**src/hw/rtl/dbpc_pkg.sv**
```systemverilog
// dbpc_pkg: shared types and constants for the dual button press classifier
// operation codes, event kinds, register indexes and field widths
// no dependencies
`default_nettype none

package dbpc_pkg;

    // counter width of the press and tap totals, 8 to 32
    localparam int COUNT_WIDTH = 32;

    localparam int TIME_W  = 32;
    localparam int THR_W   = 16;
    localparam int KIND_W  = 3;
    localparam int CFG_A_W = 2;
    localparam int CFG_D_W = 16;

    // stream widths
    localparam int S_TDATA_W = 40;
    localparam int S_TUSER_W = 2;
    localparam int M_TDATA_W = 168;
    localparam int M_TUSER_W = 4;

    // item operation
    typedef enum logic [1:0] {
        OP_POWER = 2'd0,
        OP_BOOT  = 2'd1,
        OP_ARM   = 2'd2
    } op_t;

    // classified event kinds
    typedef enum logic [KIND_W-1:0] {
        EV_PWR_GLITCH   = 3'd0,
        EV_PWR_INTERVAL = 3'd1,
        EV_BOOT_STARTUP = 3'd2,
        EV_BOOT_GLITCH  = 3'd3,
        EV_BOOT_LONG    = 3'd4,
        EV_BOOT_TAP     = 3'd5
    } kind_t;

    // configuration register indexes
    typedef enum logic [CFG_A_W-1:0] {
        REG_ACTIVE_LEVEL = 2'd0,
        REG_DEBOUNCE_MS  = 2'd1,
        REG_TAP_MAX_MS   = 2'd2
    } reg_idx_t;

    localparam logic [THR_W-1:0] DEBOUNCE_RESET = 16'd30;
    localparam logic [THR_W-1:0] TAP_MAX_RESET  = 16'd500;

    // one result item
    typedef struct packed {
        logic                   event_valid;
        logic [KIND_W-1:0]      event_kind;
        logic [TIME_W-1:0]      duration;
        logic [TIME_W-1:0]      event_time;
        logic                   power_held;
        logic [TIME_W-1:0]      power_held_time;
        logic [COUNT_WIDTH-1:0] power_press_total;
        logic [COUNT_WIDTH-1:0] boot_tap_total;
    } result_t;

endpackage

`default_nettype wire

```
**src/hw/rtl/dual_button_press_classifier.sv**
```systemverilog
// dual_button_press_classifier: top level, press interval classifier for power and boot pins
// depends on dbpc_pkg
`default_nettype none

// Takes one item per clock cycle unless m_tready holds the result register: an input register
// holds the item, one pass of combinational logic (a 32-bit subtraction per pin, one more for
// the power hold time, three threshold compares) classifies it against the pin state, and the
// result register presents it on the master side. Every item gives exactly one result. s_tready
// stays high while the result register is empty or being taken. Configuration writes go straight
// to the registers; the user must make them only while no item is in flight (not enforced here).
module dual_button_press_classifier (
    input  wire logic                          aclk,
    input  wire logic                          aresetn,
    // configuration write port
    input  wire logic                          cfg_wr_en,
    input  wire logic [dbpc_pkg::CFG_A_W-1:0]  cfg_addr,
    input  wire logic [dbpc_pkg::CFG_D_W-1:0]  cfg_wr_data,
    // input items
    input  wire logic                          s_tvalid,
    output logic                               s_tready,
    input  wire logic [dbpc_pkg::S_TDATA_W-1:0] s_tdata,  // level[0], now_ms[32:1], zero pad
    input  wire logic [dbpc_pkg::S_TUSER_W-1:0] s_tuser,  // operation[1:0]
    // result items
    output logic                               m_tvalid,
    input  wire logic                          m_tready,
    // duration[31:0], event_time[63:32], power_held[64], power_held_time[96:65],
    // power_press_total[128:97], boot_tap_total[160:129], zero pad
    output logic [dbpc_pkg::M_TDATA_W-1:0]     m_tdata,
    output logic [dbpc_pkg::M_TUSER_W-1:0]     m_tuser   // event_valid[0], event_kind[3:1]
);

    localparam int TW = dbpc_pkg::TIME_W;
    localparam int CW = dbpc_pkg::COUNT_WIDTH;

    // configuration registers
    logic                       active_level_reg;
    logic [dbpc_pkg::THR_W-1:0] debounce_ms_reg;
    logic [dbpc_pkg::THR_W-1:0] tap_max_ms_reg;

    // input stage
    logic                       in_valid_reg;
    dbpc_pkg::op_t              in_op_reg;
    logic                       in_level_reg;
    logic [TW-1:0]              in_now_reg;

    // pin state
    logic                       power_open_reg, power_open_next;
    logic [TW-1:0]              power_start_reg, power_start_next;
    logic                       boot_open_reg, boot_open_next;
    logic [TW-1:0]              boot_start_reg, boot_start_next;
    logic                       armed_reg, armed_next;
    logic                       held_startup_reg, held_startup_next;
    logic [CW-1:0]              power_count_reg, power_count_next;
    logic [CW-1:0]              tap_count_reg, tap_count_next;

    // result stage
    logic                       out_valid_reg;
    dbpc_pkg::result_t          out_reg, out_next;

    logic                       advance;
    logic                       act;
    logic [TW-1:0]              power_dur;
    logic [TW-1:0]              boot_dur;
    logic                       ev_valid;
    dbpc_pkg::kind_t            ev_kind;
    logic [TW-1:0]              ev_dur;

    // handshake: the input stage moves whenever the result register is free
    assign advance  = !out_valid_reg || m_tready;
    assign s_tready = !in_valid_reg || advance;
    assign m_tvalid = out_valid_reg;

    // configuration writes
    always_ff @(posedge aclk) begin
        if (!aresetn) begin
            active_level_reg <= 1'b0;
            debounce_ms_reg  <= dbpc_pkg::DEBOUNCE_RESET;
            tap_max_ms_reg   <= dbpc_pkg::TAP_MAX_RESET;
        end else if (cfg_wr_en) begin
            case (cfg_addr)
                dbpc_pkg::REG_ACTIVE_LEVEL: active_level_reg <= cfg_wr_data[0];
                dbpc_pkg::REG_DEBOUNCE_MS:  debounce_ms_reg  <= cfg_wr_data;
                dbpc_pkg::REG_TAP_MAX_MS:   tap_max_ms_reg   <= cfg_wr_data;
                default: ;
            endcase
        end
    end

    // input register
    always_ff @(posedge aclk) begin
        if (!aresetn) begin
            in_valid_reg <= 1'b0;
        end else if (s_tready) begin
            in_valid_reg <= s_tvalid;
        end
    end

    always_ff @(posedge aclk) begin
        if (s_tvalid && s_tready) begin
            in_op_reg    <= dbpc_pkg::op_t'(s_tuser[1:0]);
            in_level_reg <= s_tdata[0];
            in_now_reg   <= s_tdata[TW:1];
        end
    end

    // classification of the item in the input register
    always_comb begin
        act               = (in_level_reg == active_level_reg);
        power_dur         = in_now_reg - power_start_reg;
        boot_dur          = in_now_reg - boot_start_reg;
        power_open_next   = power_open_reg;
        power_start_next  = power_start_reg;
        boot_open_next    = boot_open_reg;
        boot_start_next   = boot_start_reg;
        armed_next        = armed_reg;
        held_startup_next = held_startup_reg;
        power_count_next  = power_count_reg;
        tap_count_next    = tap_count_reg;
        ev_valid          = 1'b0;
        ev_kind           = dbpc_pkg::EV_PWR_GLITCH;
        ev_dur            = '0;

        case (in_op_reg)
            dbpc_pkg::OP_POWER: begin
                if (act) begin
                    if (!power_open_reg) begin
                        power_open_next  = 1'b1;
                        power_start_next = in_now_reg;
                    end
                end else if (power_open_reg) begin
                    power_open_next = 1'b0;
                    ev_valid        = 1'b1;
                    ev_dur          = power_dur;
                    if (power_dur < TW'(debounce_ms_reg)) begin
                        ev_kind = dbpc_pkg::EV_PWR_GLITCH;
                    end else begin
                        ev_kind          = dbpc_pkg::EV_PWR_INTERVAL;
                        power_count_next = power_count_reg + CW'(1);
                    end
                end
            end
            dbpc_pkg::OP_BOOT: begin
                if (!armed_reg) begin
                    // before arming every sample reports as startup suppressed
                    boot_open_next = act;
                    if (act) begin
                        boot_start_next = in_now_reg;
                    end
                    ev_valid = 1'b1;
                    ev_kind  = dbpc_pkg::EV_BOOT_STARTUP;
                end else if (act) begin
                    if (!boot_open_reg) begin
                        boot_open_next  = 1'b1;
                        boot_start_next = in_now_reg;
                    end
                end else if (boot_open_reg) begin
                    boot_open_next = 1'b0;
                    ev_valid       = 1'b1;
                    ev_dur         = boot_dur;
                    if (held_startup_reg) begin
                        held_startup_next = 1'b0;
                        ev_kind           = dbpc_pkg::EV_BOOT_STARTUP;
                    end else if (boot_dur < TW'(debounce_ms_reg)) begin
                        ev_kind = dbpc_pkg::EV_BOOT_GLITCH;
                    end else if (boot_dur >= TW'(tap_max_ms_reg)) begin
                        ev_kind = dbpc_pkg::EV_BOOT_LONG;
                    end else begin
                        ev_kind        = dbpc_pkg::EV_BOOT_TAP;
                        tap_count_next = tap_count_reg + CW'(1);
                    end
                end
            end
            dbpc_pkg::OP_ARM: begin
                armed_next        = 1'b1;
                held_startup_next = act;
                boot_open_next    = act;
                boot_start_next   = in_now_reg;
            end
            default: ;
        endcase

        // result item, power hold status taken after the update
        out_next.event_valid       = ev_valid;
        out_next.event_kind        = ev_valid ? ev_kind : dbpc_pkg::EV_PWR_GLITCH;
        out_next.duration          = ev_dur;
        out_next.event_time        = ev_valid ? in_now_reg : '0;
        out_next.power_held        = power_open_next;
        out_next.power_held_time   = power_open_next ? (in_now_reg - power_start_next) : '0;
        out_next.power_press_total = power_count_next;
        out_next.boot_tap_total    = tap_count_next;
    end

    // pin state update, once per item leaving the input register
    always_ff @(posedge aclk) begin
        if (!aresetn) begin
            power_open_reg   <= 1'b0;
            power_start_reg  <= '0;
            boot_open_reg    <= 1'b0;
            boot_start_reg   <= '0;
            armed_reg        <= 1'b0;
            held_startup_reg <= 1'b0;
            power_count_reg  <= '0;
            tap_count_reg    <= '0;
        end else if (in_valid_reg && advance) begin
            power_open_reg   <= power_open_next;
            power_start_reg  <= power_start_next;
            boot_open_reg    <= boot_open_next;
            boot_start_reg   <= boot_start_next;
            armed_reg        <= armed_next;
            held_startup_reg <= held_startup_next;
            power_count_reg  <= power_count_next;
            tap_count_reg    <= tap_count_next;
        end
    end

    // result register
    always_ff @(posedge aclk) begin
        if (!aresetn) begin
            out_valid_reg <= 1'b0;
        end else if (advance) begin
            out_valid_reg <= in_valid_reg;
        end
    end

    always_ff @(posedge aclk) begin
        if (in_valid_reg && advance) begin
            out_reg <= out_next;
        end
    end

    // master side packing
    assign m_tuser = {out_reg.event_kind, out_reg.event_valid};
    assign m_tdata = {7'd0,
                      TW'(out_reg.boot_tap_total),
                      TW'(out_reg.power_press_total),
                      out_reg.power_held_time,
                      out_reg.power_held,
                      out_reg.event_time,
                      out_reg.duration};

endmodule

`default_nettype wire
```
**config.mk**
```make
export PLATFORM = sky130hd
export DESIGN_NAME = dual_button_press_classifier
export DESIGN_NICKNAME = d
export VERILOG_FILES = /design/src/hw/rtl/dbpc_pkg.sv /design/src/hw/rtl/dual_button_press_classifier.sv
export SDC_FILE = /design/constraint.sdc
export NUM_CORES = 1
export LEC_CHECK = 0
export BUFFER_PORTS_ARGS = -buffer_cell sky130_fd_sc_hd__buf_2
export CAP_MARGIN = 20
export CORE_ASPECT_RATIO = 0.6
export CORE_UTILIZATION = 60
export DETAILED_ROUTE_END_ITERATION = 8
export PLACE_DENSITY = 0.82
export SETUP_SLACK_MARGIN = 0.3
export SLEW_MARGIN = 20
export SYNTH_ARGS = -nofsm -noshare
export SYNTH_HDL_FRONTEND = slang
export SYNTH_SLANG_ARGS = --single-unit
```
**constraint.sdc**
```tcl
create_clock -name aclk -period 9.95 [get_ports aclk]
set_clock_uncertainty 0.05 [all_clocks]
set_input_delay 1.99 -clock aclk [delete_from_list [all_inputs] [get_ports aclk]]
set_output_delay 1.99 -clock aclk [all_outputs]
set_load 0.02 [all_outputs]
```
## Word-level counts from Yosys, hierarchy flattened

Cells that the tools add are included.

| word-level totals | value |
|---|---|
| output and inout port bits | 174 |
| bits in registers | 367 |
| word-level logic and storage cells | 107 |
| bits of input ports | 65 |

| operators by class | value |
|---|---|
| order comparisons | 3 |
| equality and inequality tests | 10 |
| multiplexer cells | 49 |
| reduce and logical (&&, ||, !) cells | 16 |
| add/subtract/negate cells | 5 |

Operator list:

| operator | number |
|---|---|
| 32-bit two-way mux | 23 |
| 32-bit one-hot mux with 2 select lines | 2 |
| 32-bit subtractor | 3 |
| 32-bit by 1-bit adder with 32-bit output, second input constant | 2 |
| 32-bit by 16-bit less-than comparator with 1-bit output | 2 |
| 32-bit by 16-bit greater-or-equal comparator with 1-bit output | 1 |
| 1-bit two-way mux | 15 |
| 3-bit two-way mux | 5 |
| 2-bit AND reduction | 5 |
| 2-bit != test, second input constant | 4 |
| 1-bit one-hot mux with 2 select lines | 3 |
| 3-bit one-hot mux with 2 select lines | 1 |
| 5-bit AND reduction | 1 |
| 2-bit by 1-bit equality test with 1-bit output, second input constant | 2 |
| 2-bit equality test, second input constant | 2 |
| 2-bit zero test | 2 |
| 4-bit AND reduction | 1 |
| 3-bit != test, second input constant | 1 |
| 1-bit logical AND | 2 |
| 1-bit zero test | 2 |
| 1-bit logical OR | 2 |
| 2-bit nonzero test | 1 |
| 1-bit equality test | 1 |

## Logic depth before layout (Yosys ltp)

| logic depth | value |
|---|---|
| depth in word-level cells | 9 |
| gate-level depth with buffers | 22 |
| gate-level depth less buffers | 21 |

## Worst setup path before layout

OpenSTA, ideal clock, no wires.

| path | value |
|---|---|
| path type | input to register |
| start point | in m_tready |
| end point | reg power_count_reg[0] |
| setup time | 0.128 ns |
| data required time | 9.772 ns |
| cell stages on the path | 9 |
| setup slack | 1.939 ns |
| data arrival time | 7.833 ns |
| cell sequence | nor2b_1 > nand2b_1 > clkbuf_1 > clkinv_1 > o211ai_1 > clkbuf_1 > buf_2 > xor2_1 > nor2_1 |

| on the way | value |
|---|---|
| cells in the longest elaborated chain, start to end | 2 |

RTL lines:

| what | RTL line | text |
|---|---|---|
| start: declaration | dual_button_press_classifier.sv:25 | `input wire logic m_tready,` |
| 1-bit logical OR | dual_button_press_classifier.sv:69 | `assign advance = !out_valid_reg \|\| m_tready;` |
| 1-bit logical AND | dual_button_press_classifier.sv:204 | `end else if (in_valid_reg && advance) begin` |
| end signal: assignment | dual_button_press_classifier.sv:211 | `power_count_reg <= power_count_next;` |
| end: declaration | dual_button_press_classifier.sv:53 | `logic [CW-1:0] power_count_reg, power_count_next;` |

No other way between the ends.
A chain may end at the register's enable or synchronous reset.

==> impl_results.md <==
- Outcome: complete, no violations
- Per-cell routed wire length: around 19 um
- Cell Area, Synth: 21,100 sq um
- TritonRoute pass-1 iters: 6
- Hold Crit Class: register to register
- Max FFs per register: between 150 and 200
- Pwr dens: around 160 nW/um^2
- Via density: roughly 6
- Vias in the first global route: 16,700
- Final period util: about three fifths
- Max_slew headroom: around 28%
- CTS H-tree depth: 2
- Crit. End Element: register
- Post-cts sizing count: 0
- Initial Util: between 60% and 70%
- CP required: 10.20 ns
- Max-cap violations: 0
- Final min period: just over 6 ns
- Clk sinks: approximately 370
- WP data arrival: roughly 6.4 ns
- Global-route usage over all layers: slightly above 30%
- Initial antenna violation count: 1
- Yosys warns: 0
- Synth Flop Type: edfxtp_1
- Die Y-Extent: ~150 um
- DRT iter0 DRCs: roughly 1,600
- Worst vdd ir: 0.125 mV
- Synth unique cells: 79
- Core area: around 34,000 sq um
- Synth Instances: between 2,000 and 2,500
- Syn_area_per_cell: a little over 9 sq um
- Number of remaining DRC errors: 0
- CTS tree: yes
- Final ANT Viol Nets: 0
- Top Ports: between 200 and 250
- CP startpoint kind: register
- CTS Hold Bufs: 0
- Final hold violations: 0
- Skew-Pair Late Insertion Delay: around 0.55 ns
- DP HPWL: between 40,000 and 50,000 um
- CP Max Fanout: 20
- Ys async rst share: 0%
- IO buf count: between 200 and 250
- Largest net degree at the start of global routing: 95
- Peak Freq: about 160 MHz
- Setup TNS: 0 ns
- Routed Wire Length: 55,500 um
- Final Power: around 3.7 mW
- CTS Buf Count: 36
- Via count: 17,800
- Die area: approximately 36,000 sq um
- Fillers: roughly 2,700
- Number of synthesized flops with an enable pin: 200
- Layout Nets: around 2,700
- Register area share after synthesis: 44.3%
- Grt total ovfl: 0
- RSZ-0062 raised after global routing: false
- Clk root buf: clkbuf_16
- Setup Buffers After CTS: 0
- Row count: 52
- Final setup violation count: 0
- #FFs+latches synth: about 370
- Clock buffer depth: 3
- Critical path class: register to register
- Max Slew Vio Count: 0
- Slew @ Worst Pin: 1.07 ns
- GP Congestion: 0.953
- Die width: about 240 um
- Reg clk slew, reported paths: ~0.070 ns
- Area growth syn-to-layout: 13.0%
- Leak Pwr: 9.21 nW
- Layout cell share with drive strength beyond 1: between 10% and 20%
- First-pass GRT wire length: about 90,000 um
## area by class of cell
type	instances	area, sq um	share of cell area [%]
diodes	1	2.50	0.0105
clock buffers	45	976	4.10
clock inverters	21	226	0.950
inverters	127	484	2.03
multi-input cells	1678	10900	45.8
flip-flops and latches	367	9350	39.2
well taps	459	574	2.41
repair buffers	243	1300	5.47
## cells in the final DEF (no fill, tap or decap), types with 31 or more instances in the layout
cell / instances
nor2_1: 154
clkbuf_16: 37
xnor2_1: 88
nor2b_1: 42
o21ai_0: 81
xor2_1: 65
a21oi_1: 212
buf_2: 224
dfxtp_1: 167
nand3_1: 49
ha_1: 144
and3_1: 31
mux2i_1: 35
nor3_1: 34
a21o_1: 61
inv_1: 125
edfxtp_1: 200
nand2_1: 290
## metal layers
| metal | wire length (um) | up-vias | global-route usage, % |
|---|---|---|---|
| met4 | 1150 | 0 | 7.66 |
| met5 | 0 | - | 0 |
| met3 | 3820 | 98 | 4.44 |
| met1 | 26100 | 8487 | 45.1 |
| met2 | 24400 | 684 | 47.0 |
| li1 | - | 8497 | - |
## power by group
group	internal, mW	switching [mW]
Combinational	0.232	0.404
Clock	0.808	0.613
Sequential	1.66	0.0335
Total	2.70	1.05
## stage by stage
stage                     area, sq um  std cells  setup WS, ns  hold WS, ns  utilization (%)
after floorplan                 21100       2270          1.94        0.386                -
after detailed placement        22600       2872          3.97        0.396             66.1
after global placement          22600       2872          4.04        0.392             66.1
after CTS                       23800       2938          3.91        0.406             69.6
final                           23800       2941          3.81        0.407             69.8
after global routing            23800       2941          3.45        0.422             69.8
## critical path, stage by stage, from the launching register on
cell,delay (ns)
edfxtp_1,0.42
inv_1,0.18
ha_1,0.20
inv_1,0.05
fa_1,0.42
a211oi_1,0.44
o21ai_0,0.33
a31o_2,0.33
a21oi_1,0.18
xnor2_1,0.18
ha_1,0.29
a21o_1,0.15
a21oi_1,0.18
o31a_1,0.16
o21ai_0,0.15
or4_1,0.54
nor4b_1,0.27
nand4_1,0.43
o21ai_1,0.26
buf_4,0.29
mux2_2,0.37
## worst paths after layout
| check | from | end | slack (ns) | cells past startpoint |
|---|---|---|---|---|
| max | in_now_reg[0] | m_tdata[98] | 3.81 | 20 |
| min | boot_start_reg[4] | boot_start_reg[4] | 0.41 | 2 |
| max reg2reg | in_now_reg[0] | m_tdata[98] | 3.81 | 20 |
| min reg2reg | boot_start_reg[4] | boot_start_reg[4] | 0.41 | 2 |
## logic make-up (layout without fill, tap and decap cells)
group                    Yosys count  after routing  share of synthesized area, %
AND/OR/NAND/NOR                  771            771                          17.6
AO/OA/AOI/OAI                    561            561                          16.9
flip-flops                       367            367                          44.3
buffers and inverters            225            436                          4.16
XOR/XNOR                         154            154                          6.43
adder cells (fa/ha/maj)          147            147                          8.83
multiplexers                      38             38                          1.82
other                              1              8                        0.0178
## synthesized netlist by cell type (all sizes together), types with 4 or more instances
cell type / count / area [sq um]
or4: 21 / 158
buf: 15 / 90.1
a211o: 6 / 52.6
nand4: 20 / 125
nor4b: 9 / 78.8
and4: 4 / 35.0
a21oi: 214 / 1070
a31o: 5 / 43.8
nor3b: 4 / 35.0
or2: 21 / 131
o21ai: 85 / 425
mux2i: 36 / 360
edfxtp: 200 / 6010
a211oi: 14 / 105
a22o: 19 / 166
o21bai: 7 / 52.6
nor2: 157 / 589
xor2: 66 / 586
and3: 31 / 194
a2111oi: 4 / 35.0
and2: 19 / 119
ha: 144 / 1800
nor2b: 42 / 263
o211ai: 20 / 155
nand2: 290 / 1090
dfxtp: 167 / 3340
nor3: 35 / 180
a21boi: 10 / 75.1
o31ai: 24 / 180
nand2b: 17 / 106
xnor2: 88 / 771
a31oi: 18 / 113
or3: 23 / 144
o2111ai: 6 / 52.6
inv: 126 / 473
o21a: 28 / 210
nand3: 49 / 245
o22ai: 10 / 62.6
a221o: 4 / 40.0
a21o: 62 / 465
a41oi: 5 / 51.3
clkbuf: 83 / 312
nor4: 17 / 106
(Power assumes the default switching activity.)
